$ cat config.mk
export PLATFORM = sky130hd
export DESIGN_NAME = rational_fraction_alu_core
export DESIGN_NICKNAME = d
export VERILOG_FILES = /design/src/design/rfa_pkg.sv /design/src/design/rfa_ctrl.sv /design/src/design/rfa_datapath.sv /design/src/design/rational_fraction_alu_core.sv
export SDC_FILE = /design/constraint.sdc
export NUM_CORES = 2
export LEC_CHECK = 0
export BUFFER_PORTS_ARGS = -buffer_cell sky130_fd_sc_hd__clkbuf_2
export CORE_MARGIN = 2
export CORE_UTILIZATION = 50
export CTS_CLUSTER_DIAMETER = 30
export CTS_CLUSTER_SIZE = 25
export DETAILED_ROUTE_END_ITERATION = 8
export PLACE_DENSITY = 0.66
export SLEW_MARGIN = 25
export SYNTH_ARGS = -nofsm -noshare
export SYNTH_HDL_FRONTEND = slang
export SYNTH_SLANG_ARGS = --single-unit
$ cat constraint.sdc
create_clock -name clk -period 11.4 [get_ports clk]
set_clock_uncertainty 0.15 [all_clocks]
set_input_delay 1.71 -clock clk [delete_from_list [all_inputs] [get_ports clk]]
set_output_delay 1.71 -clock clk [all_outputs]
set_load 0.005 [all_outputs]
$ cat src/design/rfa_pkg.sv
`timescale 1ns / 1ps
// ----------------------------------------------------------------------------
// rfa_pkg
// Shared widths, codes and controller/datapath interface types for the
// rational fraction ALU.
// ----------------------------------------------------------------------------
package rfa_pkg;

  localparam int OPERAND_WIDTH = 16;
  localparam int MAG_W         = 2 * OPERAND_WIDTH;
  localparam int RES_W         = MAG_W + 1;
  localparam int CNT_W         = $clog2(MAG_W);

  // operation codes
  typedef enum logic [1:0] {
    FN_ADD = 2'd0,
    FN_SUB = 2'd1,
    FN_MUL = 2'd2,
    FN_DIV = 2'd3
  } func_t;

  // which product the shared multiplier forms
  typedef enum logic [1:0] {
    MS_NT1 = 2'd0,
    MS_NT2 = 2'd1,
    MS_DEN = 2'd2
  } mul_sel_t;

  typedef struct packed {
    logic     load;
    logic     mul_en;
    mul_sel_t mul_sel;
    logic     form;
    logic     two_step;
    logic     x_step;
    logic     loop_step;
    logic     div_init;
    logic     g_one;
    logic     div_step;
    logic     out_load;
  } rfa_cmd_t;

  typedef struct packed {
    logic trivial;
    logic both_even;
    logic x_even;
    logic y_zero;
    logic out_busy;
  } rfa_stat_t;

endpackage

$ cat src/design/rfa_ctrl.sv
`timescale 1ns / 1ps
// ----------------------------------------------------------------------------
// rfa_ctrl
// Sequencer: multiply steps, gcd reduction loop, division steps, output load.
// ----------------------------------------------------------------------------
module rfa_ctrl import rfa_pkg::*; (
  input  logic      clk,
  input  logic      rst,
  input  logic      in_valid,
  output logic      in_ready,
  input  rfa_stat_t stat,
  output rfa_cmd_t  cmd
);

  typedef enum logic [7:0] {
    S_IDLE  = 8'b0000_0001,
    S_MUL   = 8'b0000_0010,
    S_FORM  = 8'b0000_0100,
    S_TWO   = 8'b0000_1000,
    S_XEVEN = 8'b0001_0000,
    S_LOOP  = 8'b0010_0000,
    S_DIV   = 8'b0100_0000,
    S_OUT   = 8'b1000_0000
  } state_t;

  state_t           state, state_next;
  logic [CNT_W-1:0] cnt, cnt_next;

  assign in_ready = (state == S_IDLE);

  // next state and commands
  always_comb begin
    state_next = state;
    cnt_next   = cnt;
    cmd        = '0;
    cmd.mul_sel = mul_sel_t'(cnt[1:0]);
    case (state)
      S_IDLE: begin
        if (in_valid) begin
          cmd.load   = 1'b1;
          cnt_next   = '0;
          state_next = S_MUL;
        end
      end
      S_MUL: begin
        cmd.mul_en = 1'b1;
        if (cnt == CNT_W'(MS_DEN)) begin
          state_next = S_FORM;
        end
        cnt_next = cnt + 1'b1;
      end
      S_FORM: begin
        cmd.form   = 1'b1;
        state_next = S_TWO;
      end
      S_TWO: begin
        if (stat.trivial) begin
          cmd.div_init = 1'b1;
          cmd.g_one    = 1'b1;
          cnt_next     = '0;
          state_next   = S_DIV;
        end else if (stat.both_even) begin
          cmd.two_step = 1'b1;
        end else begin
          state_next = S_XEVEN;
        end
      end
      S_XEVEN: begin
        if (stat.x_even) begin
          cmd.x_step = 1'b1;
        end else begin
          state_next = S_LOOP;
        end
      end
      S_LOOP: begin
        if (stat.y_zero) begin
          cmd.div_init = 1'b1;
          cnt_next     = '0;
          state_next   = S_DIV;
        end else begin
          cmd.loop_step = 1'b1;
        end
      end
      S_DIV: begin
        cmd.div_step = 1'b1;
        cnt_next     = cnt + 1'b1;
        if (cnt == CNT_W'(MAG_W - 1)) begin
          state_next = S_OUT;
        end
      end
      S_OUT: begin
        if (!stat.out_busy) begin
          cmd.out_load = 1'b1;
          state_next   = S_IDLE;
        end
      end
      default: begin
        state_next = S_IDLE;
      end
    endcase
  end

  always_ff @(posedge clk) begin
    if (rst) begin
      state <= S_IDLE;
      cnt   <= '0;
    end else begin
      state <= state_next;
      cnt   <= cnt_next;
    end
  end

endmodule

$ cat src/design/rfa_datapath.sv
`timescale 1ns / 1ps
// ----------------------------------------------------------------------------
// rfa_datapath
// Operand registers, shared multiplier, binary gcd registers, two restoring
// division lanes and the output register.
// ----------------------------------------------------------------------------
module rfa_datapath import rfa_pkg::*; (
  input  logic                            clk,
  input  logic                            rst,
  input  rfa_cmd_t                        cmd,
  output rfa_stat_t                       stat,
  input  logic [1:0]                      func,
  input  logic signed [OPERAND_WIDTH-1:0] a_num,
  input  logic signed [OPERAND_WIDTH-1:0] a_den,
  input  logic signed [OPERAND_WIDTH-1:0] b_num,
  input  logic signed [OPERAND_WIDTH-1:0] b_den,
  output logic                            out_valid,
  input  logic                            out_ready,
  output logic signed [RES_W-1:0]         res_num,
  output logic signed [RES_W-1:0]         res_den,
  output logic                            div_zero
);

  func_t                           op;
  logic signed [OPERAND_WIDTH-1:0] an, ad, bn, bd;
  logic                            divz;
  logic signed [MAG_W-1:0]         t1, t2, t3;
  logic signed [RES_W-1:0]         nv;
  logic signed [MAG_W-1:0]         dv;
  logic [MAG_W-1:0]                x, y, g;
  logic [CNT_W-1:0]                k;
  logic [MAG_W-1:0]                qn, qd, rn, rd;

  logic signed [OPERAND_WIDTH-1:0] ma, mb;
  logic signed [MAG_W-1:0]         prod;
  logic signed [RES_W-1:0]         t1e, t2e, nsum, nsum_abs, nv_abs;
  logic signed [MAG_W-1:0]         t3_abs, dv_abs;
  logic [MAG_W:0]                  trial_n, trial_d;
  logic                            bit_n, bit_d;
  logic [RES_W-1:0]                qn_e, qd_e;

  // multiplier operand select
  always_comb begin
    case (cmd.mul_sel)
      MS_NT1: begin
        ma = an;
        mb = (op == FN_MUL) ? bn : bd;
      end
      MS_NT2: begin
        ma = bn;
        mb = ad;
      end
      default: begin
        ma = ad;
        mb = (op == FN_DIV) ? bn : bd;
      end
    endcase
  end

  assign prod = ma * mb;

  // numerator combine and magnitudes
  assign t1e = {t1[MAG_W-1], t1};
  assign t2e = {t2[MAG_W-1], t2};
  always_comb begin
    case (op)
      FN_ADD:  nsum = t1e + t2e;
      FN_SUB:  nsum = t1e - t2e;
      default: nsum = t1e;
    endcase
  end
  assign nsum_abs = nsum[RES_W-1] ? -nsum : nsum;
  assign t3_abs   = t3[MAG_W-1] ? -t3 : t3;
  assign nv_abs   = nv[RES_W-1] ? -nv : nv;
  assign dv_abs   = dv[MAG_W-1] ? -dv : dv;

  // division lane trial subtract
  assign trial_n = {rn, qn[MAG_W-1]};
  assign trial_d = {rd, qd[MAG_W-1]};
  assign bit_n   = (trial_n >= {1'b0, g});
  assign bit_d   = (trial_d >= {1'b0, g});

  assign qn_e = {1'b0, qn};
  assign qd_e = {1'b0, qd};

  // status to controller
  assign stat.trivial   = divz || (nv == '0) || (dv == '0);
  assign stat.both_even = !x[0] && !y[0];
  assign stat.x_even    = !x[0];
  assign stat.y_zero    = (y == '0);
  assign stat.out_busy  = out_valid && !out_ready;

  // working registers
  always_ff @(posedge clk) begin
    if (cmd.load) begin
      op   <= func_t'(func);
      an   <= a_num;
      ad   <= a_den;
      bn   <= b_num;
      bd   <= b_den;
      divz <= (func_t'(func) == FN_DIV) && ((b_num == '0) || (b_den == '0));
    end
    if (cmd.mul_en) begin
      case (cmd.mul_sel)
        MS_NT1:  t1 <= prod;
        MS_NT2:  t2 <= prod;
        default: t3 <= prod;
      endcase
    end
    if (cmd.form) begin
      nv <= nsum;
      dv <= t3;
      x  <= nsum_abs[MAG_W-1:0];
      y  <= t3_abs;
      k  <= '0;
    end
    if (cmd.two_step) begin
      x <= x >> 1;
      y <= y >> 1;
      k <= k + 1'b1;
    end
    if (cmd.x_step) begin
      x <= x >> 1;
    end
    // binary gcd step: halve y, or subtract the smaller
    if (cmd.loop_step) begin
      if (!y[0]) begin
        y <= y >> 1;
      end else if (x > y) begin
        x <= y;
        y <= x - y;
      end else begin
        y <= y - x;
      end
    end
    if (cmd.div_init) begin
      g  <= cmd.g_one ? MAG_W'(1) : (x << k);
      qn <= nv_abs[MAG_W-1:0];
      qd <= dv_abs;
      rn <= '0;
      rd <= '0;
    end
    if (cmd.div_step) begin
      rn <= bit_n ? MAG_W'(trial_n - {1'b0, g}) : trial_n[MAG_W-1:0];
      rd <= bit_d ? MAG_W'(trial_d - {1'b0, g}) : trial_d[MAG_W-1:0];
      qn <= {qn[MAG_W-2:0], bit_n};
      qd <= {qd[MAG_W-2:0], bit_d};
    end
  end

  // output word register
  always_ff @(posedge clk) begin
    if (cmd.out_load) begin
      res_num  <= divz ? '0 : (nv[RES_W-1] ? -qn_e : qn_e);
      res_den  <= divz ? RES_W'(1) : (dv[MAG_W-1] ? -qd_e : qd_e);
      div_zero <= divz;
    end
  end

  always_ff @(posedge clk) begin
    if (rst) begin
      out_valid <= 1'b0;
    end else if (cmd.out_load) begin
      out_valid <= 1'b1;
    end else if (out_ready) begin
      out_valid <= 1'b0;
    end
  end

endmodule

$ cat src/design/rational_fraction_alu_core.sv
`timescale 1ns / 1ps
// ----------------------------------------------------------------------------
// rational_fraction_alu_core
// Signed fraction add, subtract, multiply and divide with gcd reduction.
//
//   channel   handshake               payload
//   in        in_valid / in_ready     func, a_num, a_den, b_num, b_den
//   out       out_valid / out_ready   res_num, res_den, div_zero
//
// One word at a time. A word is accepted, its three products are formed on the
// shared multiplier and combined, then the binary gcd steps run (skipped for a
// zero numerator or denominator, or a divide by zero), then the two parallel
// restoring division lanes, then the output load; the gcd loop and divider dominate.
// Synchronous reset clears the sequencer and the output valid flag.
// A stalled output holds its word; the next input is taken once it is loaded.
// ----------------------------------------------------------------------------
module rational_fraction_alu_core import rfa_pkg::*; (
  input  logic                            clk,
  input  logic                            rst,
  input  logic                            in_valid,
  output logic                            in_ready,
  input  logic [1:0]                      func,
  input  logic signed [OPERAND_WIDTH-1:0] a_num,
  input  logic signed [OPERAND_WIDTH-1:0] a_den,
  input  logic signed [OPERAND_WIDTH-1:0] b_num,
  input  logic signed [OPERAND_WIDTH-1:0] b_den,
  output logic                            out_valid,
  input  logic                            out_ready,
  output logic signed [RES_W-1:0]         res_num,
  output logic signed [RES_W-1:0]         res_den,
  output logic                            div_zero
);

  rfa_cmd_t  cmd;
  rfa_stat_t stat;

  // sequencer
  rfa_ctrl u_ctrl (
    .clk      (clk),
    .rst      (rst),
    .in_valid (in_valid),
    .in_ready (in_ready),
    .stat     (stat),
    .cmd      (cmd)
  );

  // arithmetic
  rfa_datapath u_dp (
    .clk       (clk),
    .rst       (rst),
    .cmd       (cmd),
    .stat      (stat),
    .func      (func),
    .a_num     (a_num),
    .a_den     (a_den),
    .b_num     (b_num),
    .b_den     (b_den),
    .out_valid (out_valid),
    .out_ready (out_ready),
    .res_num   (res_num),
    .res_den   (res_den),
    .div_zero  (div_zero)
  );

endmodule
Word level (Yosys, flattened, before mapping)
Cells that the tools add are included.
{"block": "totals", "register_bits": 538, "input_bits": 70, "out_inout_bits": 69}
{"block": "classes", "addsub": 14, "multipliers": 1, "magnitude_cmp": 3, "n_eq_ne": 23, "shifts": 1, "muxes": 66, "bitwise": 3, "n_reduce_logical": 30}
{"cell": "32-bit 2-to-1 mux", "n": 26}
{"cell": "32-bit negation", "n": 4}
{"cell": "32-bit subtractor", "n": 4}
{"cell": "33-bit by 32-bit >= comparator with 1-bit output", "n": 2}
{"cell": "32-bit negation with 33-bit output", "n": 2}
{"cell": "33-bit one-hot mux with 2 select lines", "n": 1}
{"cell": "32-bit logical NOT", "n": 2}
{"cell": "8-bit 2-to-1 mux", "n": 8}
{"cell": "16-bit one-hot mux with 2 select lines", "n": 2}
{"cell": "8-bit one-hot mux with 8 select lines", "n": 1}
{"cell": "32-bit by 32-bit adder with 33-bit output", "n": 1}
{"cell": "33-bit logical NOT", "n": 1}
{"cell": "32-bit by 32-bit subtractor with 33-bit output", "n": 1}
{"cell": "32-bit > comparator", "n": 1}
{"cell": "16-bit logical NOT", "n": 2}
{"cell": "16-bit by 16-bit multiplier with 32-bit output", "n": 1}
{"cell": "16-bit 2-to-1 mux", "n": 2}
{"cell": "32-bit by 5-bit left shift with 32-bit output", "n": 1}
{"cell": "5-bit 2-to-1 mux", "n": 5}
{"cell": "5-bit one-hot mux with 4 select lines", "n": 1}
{"cell": "1-bit 2-to-1 mux", "n": 18}
{"cell": "5-bit by 1-bit adder with 5-bit output (second input constant)", "n": 2}
{"cell": "8-bit by 1-bit equality test with 1-bit output (second input constant)", "n": 1}
{"cell": "8-bit by 2-bit equality test with 1-bit output (second input constant)", "n": 1}
{"cell": "27 further kinds", "n": 51}

Longest topological paths before layout
{"block": "logic_depth", "word_depth": 10, "mapped_depth": 37}

Hierarchy
Synthesis repeated with hierarchy kept, for this count alone.
{"block": "unflattened", "hier_cells": 4976, "area_unflattened_um2": 46106.7}
{"mod": "rfa_datapath", "n_inst": 1, "cells_per_inst": 4864, "area_each_um2": 45209.6}
{"mod": "rfa_ctrl", "n_inst": 1, "cells_per_inst": 112, "area_each_um2": 897.1}

Worst setup path after synthesis
Ideal clock, no wire load.
{"block": "synth_path", "path_kind": "reg-to-reg", "startpoint": "register u_dp.op[1]", "endpoint": "register u_dp.t1[25] (data pin)", "arrival_time_ns": 8.748, "t_required_ns": 10.983, "slack_ns": 2.235, "stages_incl_launch_ff": 37, "n_path_buf": 7, "period_less_slack_ns": 9.165, "cell_sequence": "edfxtp_1 clkbuf_1 buf_4 buf_6 clkbuf_1 buf_4 nand2_1 buf_1 nand2_1 a21oi_1 a221oi_1 clkbuf_1 nor2_1 fa_1 inv_1 fa_1 fa_1 fa_1 inv_1 fa_1 inv_1 fa_1 inv_1 ha_1 a21o_1 a21o_1 a21oi_1 inv_1 a221oi_1 a21oi_1 a311oi_1 o21bai_1 a21o_1 a21oi_1 o21bai_1 a21oi_1 xnor2_1"}
{"block": "synth_via", "elab_chain_len": 4, "elab_cells_between_ends": 6, "classes_between": "mul: 1; eq/ne: 2; mux: 3"}
{"element": "start: declaration", "line": "rfa_datapath.sv:24", "text": "func_t op;"}
{"element": "start signal: assignment", "line": "rfa_datapath.sv:96", "text": "op <= func_t'(func);"}
{"element": "2-bit equality test, on equally long branches", "line": "rfa_datapath.sv:55, rfa_datapath.sv:47"}
{"element": "16-bit 2-to-1 mux, on equally long branches", "line": "rfa_datapath.sv:55, rfa_datapath.sv:47"}
{"element": "16-bit one-hot mux with 2 select lines (*)", "line": "rfa_datapath.sv:44", "text": "case (cmd.mul_sel)"}
{"element": "16-bit by 16-bit multiplier with 32-bit output (*)", "line": "rfa_datapath.sv:60", "text": "assign prod = ma * mb;"}
{"element": "via u_dp.prod[25]", "line": "rfa_datapath.sv:35", "text": "logic signed [MAG_W-1:0] prod;"}
{"element": "end signal: assignment", "line": "rfa_datapath.sv:105", "text": "MS_NT1: t1 <= prod;"}
{"element": "end: declaration", "line": "rfa_datapath.sv:27", "text": "logic signed [MAG_W-1:0] t1, t2, t3;"}
Mark *: on every way through the listed nets, which the timed path passes. The rest lies on a longest branch.
A chain may end at the register's enable or synchronous reset.

Worst setup path in the final report
{"block": "layout_path", "startpoint": "register u_ctrl.cnt[0]", "endpoint": "register u_dp.t1[31] (data pin)"}
{"block": "layout_via", "elab_chain_len": 3, "elab_cells_between_ends": 5, "classes_between": "mul: 1; eq/ne: 1; mux: 2; reduce/logical: 1"}
{"element": "start: declaration", "line": "rfa_ctrl.sv:27", "text": "logic [CNT_W-1:0] cnt, cnt_next;"}
{"element": "start signal: assignment", "line": "rfa_ctrl.sv:109", "text": "cnt <= cnt_next;"}
{"element": "2-bit by 1-bit equality test with 1-bit output or 2-bit logical NOT (tied branches)", "line": "rfa_datapath.sv:44"}
{"element": "16-bit one-hot mux with 2 select lines", "line": "rfa_datapath.sv:44"}
{"element": "16-bit by 16-bit multiplier with 32-bit output (*)", "line": "rfa_datapath.sv:60"}
{"element": "via u_dp.prod[31]", "line": "rfa_datapath.sv:35"}
Marks and branches as above.

==> impl_metrics.xml <==
<?xml version="1.0" encoding="UTF-8"?>
<metrics>
  <group name="final_layout">
    <metric name="final-seq-area" unit="µm²">15700</metric>
    <metric name="syn2layout_area_growth" unit="%">13.41</metric>
    <metric name="n_fill_cell" unit="">7720</metric>
    <metric name="final_design_area_no_fill" unit="µm²">50900</metric>
    <metric name="final_util" unit="%">57.42</metric>
    <metric name="multi_input_comb_area" unit="µm²">26630</metric>
    <metric name="number_of_inserted_diodes" unit="">0</metric>
    <metric name="post_route_cells_drive_above_1_share" unit="%">10.40</metric>
    <metric name="biggest_registers_after_layout" unit="">u_dp.nv: 33 flops, u_dp.res_den: 33 flops, u_dp.res_num: 33 flops</metric>
    <metric name="nNetsFinal" unit="">5421</metric>
  </group>
  <group name="worst_setup_path">
    <metric name="worstRegToRegCells" unit="">31</metric>
    <metric name="crit_fanout" unit="">16</metric>
    <metric name="crit_family" unit="">adder cells</metric>
    <metric name="worstSetupEndpointType" unit="">flop</metric>
    <metric name="critical_path.most_common_cell" unit="">sky130_fd_sc_hd__inv_1</metric>
    <metric name="max_stage_delay" unit="ns">0.86</metric>
    <metric name="cp_num_buf_inv" unit="">7</metric>
    <metric name="critical_path_required" unit="ns">11.63</metric>
    <metric name="critical_path_arrival" unit="ns">10.41</metric>
    <metric name="crit-reg2reg-launch" unit="">u_ctrl.cnt[0]</metric>
    <metric name="end_of_the_worst_register_to_register_path" unit="">u_dp.t1[31]</metric>
    <metric name="reg2reg_slack" unit="ns">1.22</metric>
    <metric name="critical_path.startpoint_type" unit="">flop</metric>
    <metric name="library_cell_contributing_the_largest_single_delay_on_the_critical_path" unit="">sky130_fd_sc_hd__a311oi_1</metric>
    <metric name="worst-setup-path-type" unit="">reg -&gt; reg</metric>
  </group>
  <group name="clock_network">
    <metric name="path_clk_slew" unit="ns">0.04</metric>
    <metric name="cts_hold_repair.buffers" unit="">0</metric>
    <metric name="number_of_buffers_created_by_cts" unit="">118</metric>
    <metric name="cts_max_path_buffers" unit="">3</metric>
    <metric name="worstSkewPairLatency" unit="ns">0.69</metric>
    <metric name="ctsRootBufferMaster" unit="">sky130_fd_sc_hd__clkbuf_16</metric>
    <metric name="postCtsSetupBuffers" unit="">0</metric>
    <metric name="post_cts_resized" unit="">0</metric>
    <metric name="tritoncts" unit="">yes</metric>
    <metric name="cts_htree_levels" unit="">3</metric>
    <metric name="numClockSinks" unit="">538</metric>
  </group>
  <group name="floorplan">
    <metric name="chipWidth" unit="µm">303.6</metric>
    <metric name="area_of_the_core_region" unit="µm²">88650</metric>
    <metric name="std_cell_rows" unit="">109</metric>
    <metric name="initial_core_util" unit="%">50.63</metric>
    <metric name="boundaryPins" unit="">139</metric>
    <metric name="chipHeight" unit="µm">303.6</metric>
    <metric name="fp.dieArea" unit="µm²">92180</metric>
  </group>
  <group name="timing">
    <metric name="ratio_of_final_minimum_period_to_clock_period" unit="%">89.28</metric>
    <metric name="finalSetupTns" unit="ns">0</metric>
    <metric name="fin_worst_hold_slack" unit="ns">0.3773</metric>
    <metric name="fmax" unit="GHz">0.09825</metric>
    <metric name="finalMaxSlewViolations" unit="">0</metric>
    <metric name="timing.final.hold_violations" unit="">0</metric>
    <metric name="slew_headroom" unit="%">25.72</metric>
    <metric name="fin_crit" unit="ns">10.18</metric>
    <metric name="unrepaired_setup_endpoints_after_global_routing" unit="">false</metric>
    <metric name="tightestPinTransition" unit="ns">1.105</metric>
    <metric name="setup_viol" unit="">0</metric>
  </group>
  <group name="global_routing">
    <metric name="globalRouteTotalUtil" unit="%">26.95</metric>
    <metric name="gr-total-overflow" unit="">0</metric>
    <metric name="pin_count_of_the_biggest_net_entering_global_routing" unit="">93</metric>
    <metric name="antenna_found_initial" unit="">3</metric>
    <metric name="first_pass_grt_wire_length" unit="µm">196700</metric>
    <metric name="first_global_vias" unit="">34540</metric>
  </group>
  <group name="synth">
    <metric name="synth_sequential_area_ratio" unit="%">34.97</metric>
    <metric name="synth.lib_cells_used.distinct" unit="">89</metric>
    <metric name="synth_top_area_share" unit="%">32.92</metric>
    <metric name="yosysMostFrequentCell" unit="">sky130_fd_sc_hd__nor2_1</metric>
    <metric name="synth_commonest_cells" unit="">sky130_fd_sc_hd__nor2_1 (546), sky130_fd_sc_hd__edfxtp_1 (492), sky130_fd_sc_hd__inv_1 (469)</metric>
    <metric name="netlist.top_cell.by_area" unit="">sky130_fd_sc_hd__edfxtp_1</metric>
    <metric name="syn_avg_cell_area" unit="µm²">9.535</metric>
    <metric name="synth_nets" unit="">5300</metric>
    <metric name="ys_ff_latch" unit="">538</metric>
    <metric name="synth-async-reset-ratio" unit="%">0</metric>
    <metric name="syn-cell-area" unit="µm²">44880</metric>
    <metric name="post_synth_edffs" unit="">492</metric>
    <metric name="dominantRegCellSynth" unit="">sky130_fd_sc_hd__edfxtp_1</metric>
    <metric name="syn-instance-count" unit="">4707</metric>
    <metric name="synth_area_leaders" unit="">sky130_fd_sc_hd__edfxtp_1 (33%), sky130_fd_sc_hd__fa_1 (12%), sky130_fd_sc_hd__ha_1 (7.1%)</metric>
    <metric name="yosys_warnings" unit="">0</metric>
  </group>
  <group name="min_path">
    <metric name="worst_hold_path_type" unit="">reg -&gt; reg</metric>
    <metric name="holdPathStages" unit="">1</metric>
    <metric name="endpoint_of_the_worst_hold_path" unit="">u_ctrl.cnt[3]</metric>
    <metric name="hold_sp" unit="">u_ctrl.cnt[3]</metric>
  </group>
  <group name="detailed_routing">
    <metric name="routed_via_density" unit="">5.839</metric>
    <metric name="avg_wl_per_cell" unit="µm">20.43</metric>
    <metric name="num_vias" unit="">35600</metric>
    <metric name="firstDrtPassIters" unit="">6</metric>
    <metric name="antenna_violating_nets_post_route" unit="">0</metric>
    <metric name="totalWireLength" unit="µm">124600</metric>
    <metric name="detailedRoute.firstIterationViolations" unit="">3396</metric>
    <metric name="drc_errors" unit="">0</metric>
  </group>
  <group name="placed_design">
    <metric name="post-dp-hpwl" unit="µm">96930</metric>
    <metric name="dpl-instance-area" unit="µm²">46690</metric>
    <metric name="input_output_buffers" unit="">138</metric>
    <metric name="gp_congestion" unit="">0.9758</metric>
  </group>
  <group name="job">
    <metric name="drv_cap" unit="">0</metric>
  </group>
  <group name="outcome">
    <metric name="run_status" unit="">finished clean</metric>
  </group>
</metrics>
## through the flow
step                      instances  setup slack [ns]
after floorplan                4707             2.235
after global placement         5872             1.465
after detailed placement       5872             1.336
after CTS                      6096             1.311
after global routing           6097            0.5815
final                          6097             1.222
## per-layer routing
layer  share of wire [%]  wire (µm)  vias to the layer above  track usage (%)
li1                    -          -                    16850                -
met1                  45      55510                    17210            38.21
met2                  45      55440                     1325            42.00
met3                 7.7       9550                      214            4.446
met4                 3.3       4078                        0            9.325
met5                   0          0                        -                0
## layout make-up
type / instances / area share (%)
Clock buffer: 128 / 5.959
Clock inverter: 96 / 2.276
Inverter: 471 / 3.486
Multi-Input combinational cell: 3501 / 52.32
Sequential cell: 538 / 30.84
Tap cell: 1165 / 2.864
Timing Repair Buffer: 198 / 2.257
## worst max path at each step
stage	from	slack [ns]	endpoint	depth (start not counted)
after global routing	u_ctrl.cnt[0]	0.58	u_dp.t1[31]	31
after CTS	u_ctrl.cnt[0]	1.31	u_dp.t1[31]	31
final	u_ctrl.cnt[0]	1.22	u_dp.t1[31]	31
after global placement	u_ctrl.cnt[0]	1.47	u_dp.t1[31]	31
after floorplan	u_dp.op[1]	2.24	u_dp.t1[25]	36
after detailed placement	u_ctrl.cnt[0]	1.34	u_dp.t2[31]	31
## worst register-to-register path, delay by kind of cell, from the launching register on
kind | cells | cell delay (ns)
fa+ha+maj | 8 | 3.93
compound gates | 12 | 3.56
simple gates | 3 | 1.02
buf+inv | 7 | 0.77
flops | 1 | 0.35
xor+xnor | 1 | 0.12
## cells by family after synthesis
group | synth area share [%]
compound gates | 15.52
xor+xnor | 6.303
fa+ha+maj | 19.05
buf+inv | 5.829
flops | 34.97
mux | 3.674
simple gates | 14.66
## placed cells by master (no fill, tap or decap), drive strengths merged, types with 17 or more instances in the layout
cell	n
a211oi	35
xor2	176
o22ai	50
nor3	61
edfxtp	492
or2	28
fa	267
inv	490
dfxtp	46
or3	45
bufinv	17
a31oi	34
clkbuf	266
nand3	51
o31ai	71
nor4	42
a21oi	368
o21a	43
nand2	367
o21ai	234
nand2b	48
mux4	26
nor2b	62
mux2i	86
o21bai	21
a21o	93
ha	256
or4	27
nor2	547
and2	41
o221ai	17
buf	60
nand4	28
clkinv	46
o41ai	23
mux2	18
xnor2	147
Power is not shown: default switching activity piles up to over one toggle a cycle in this logic, so the estimate is an artifact.
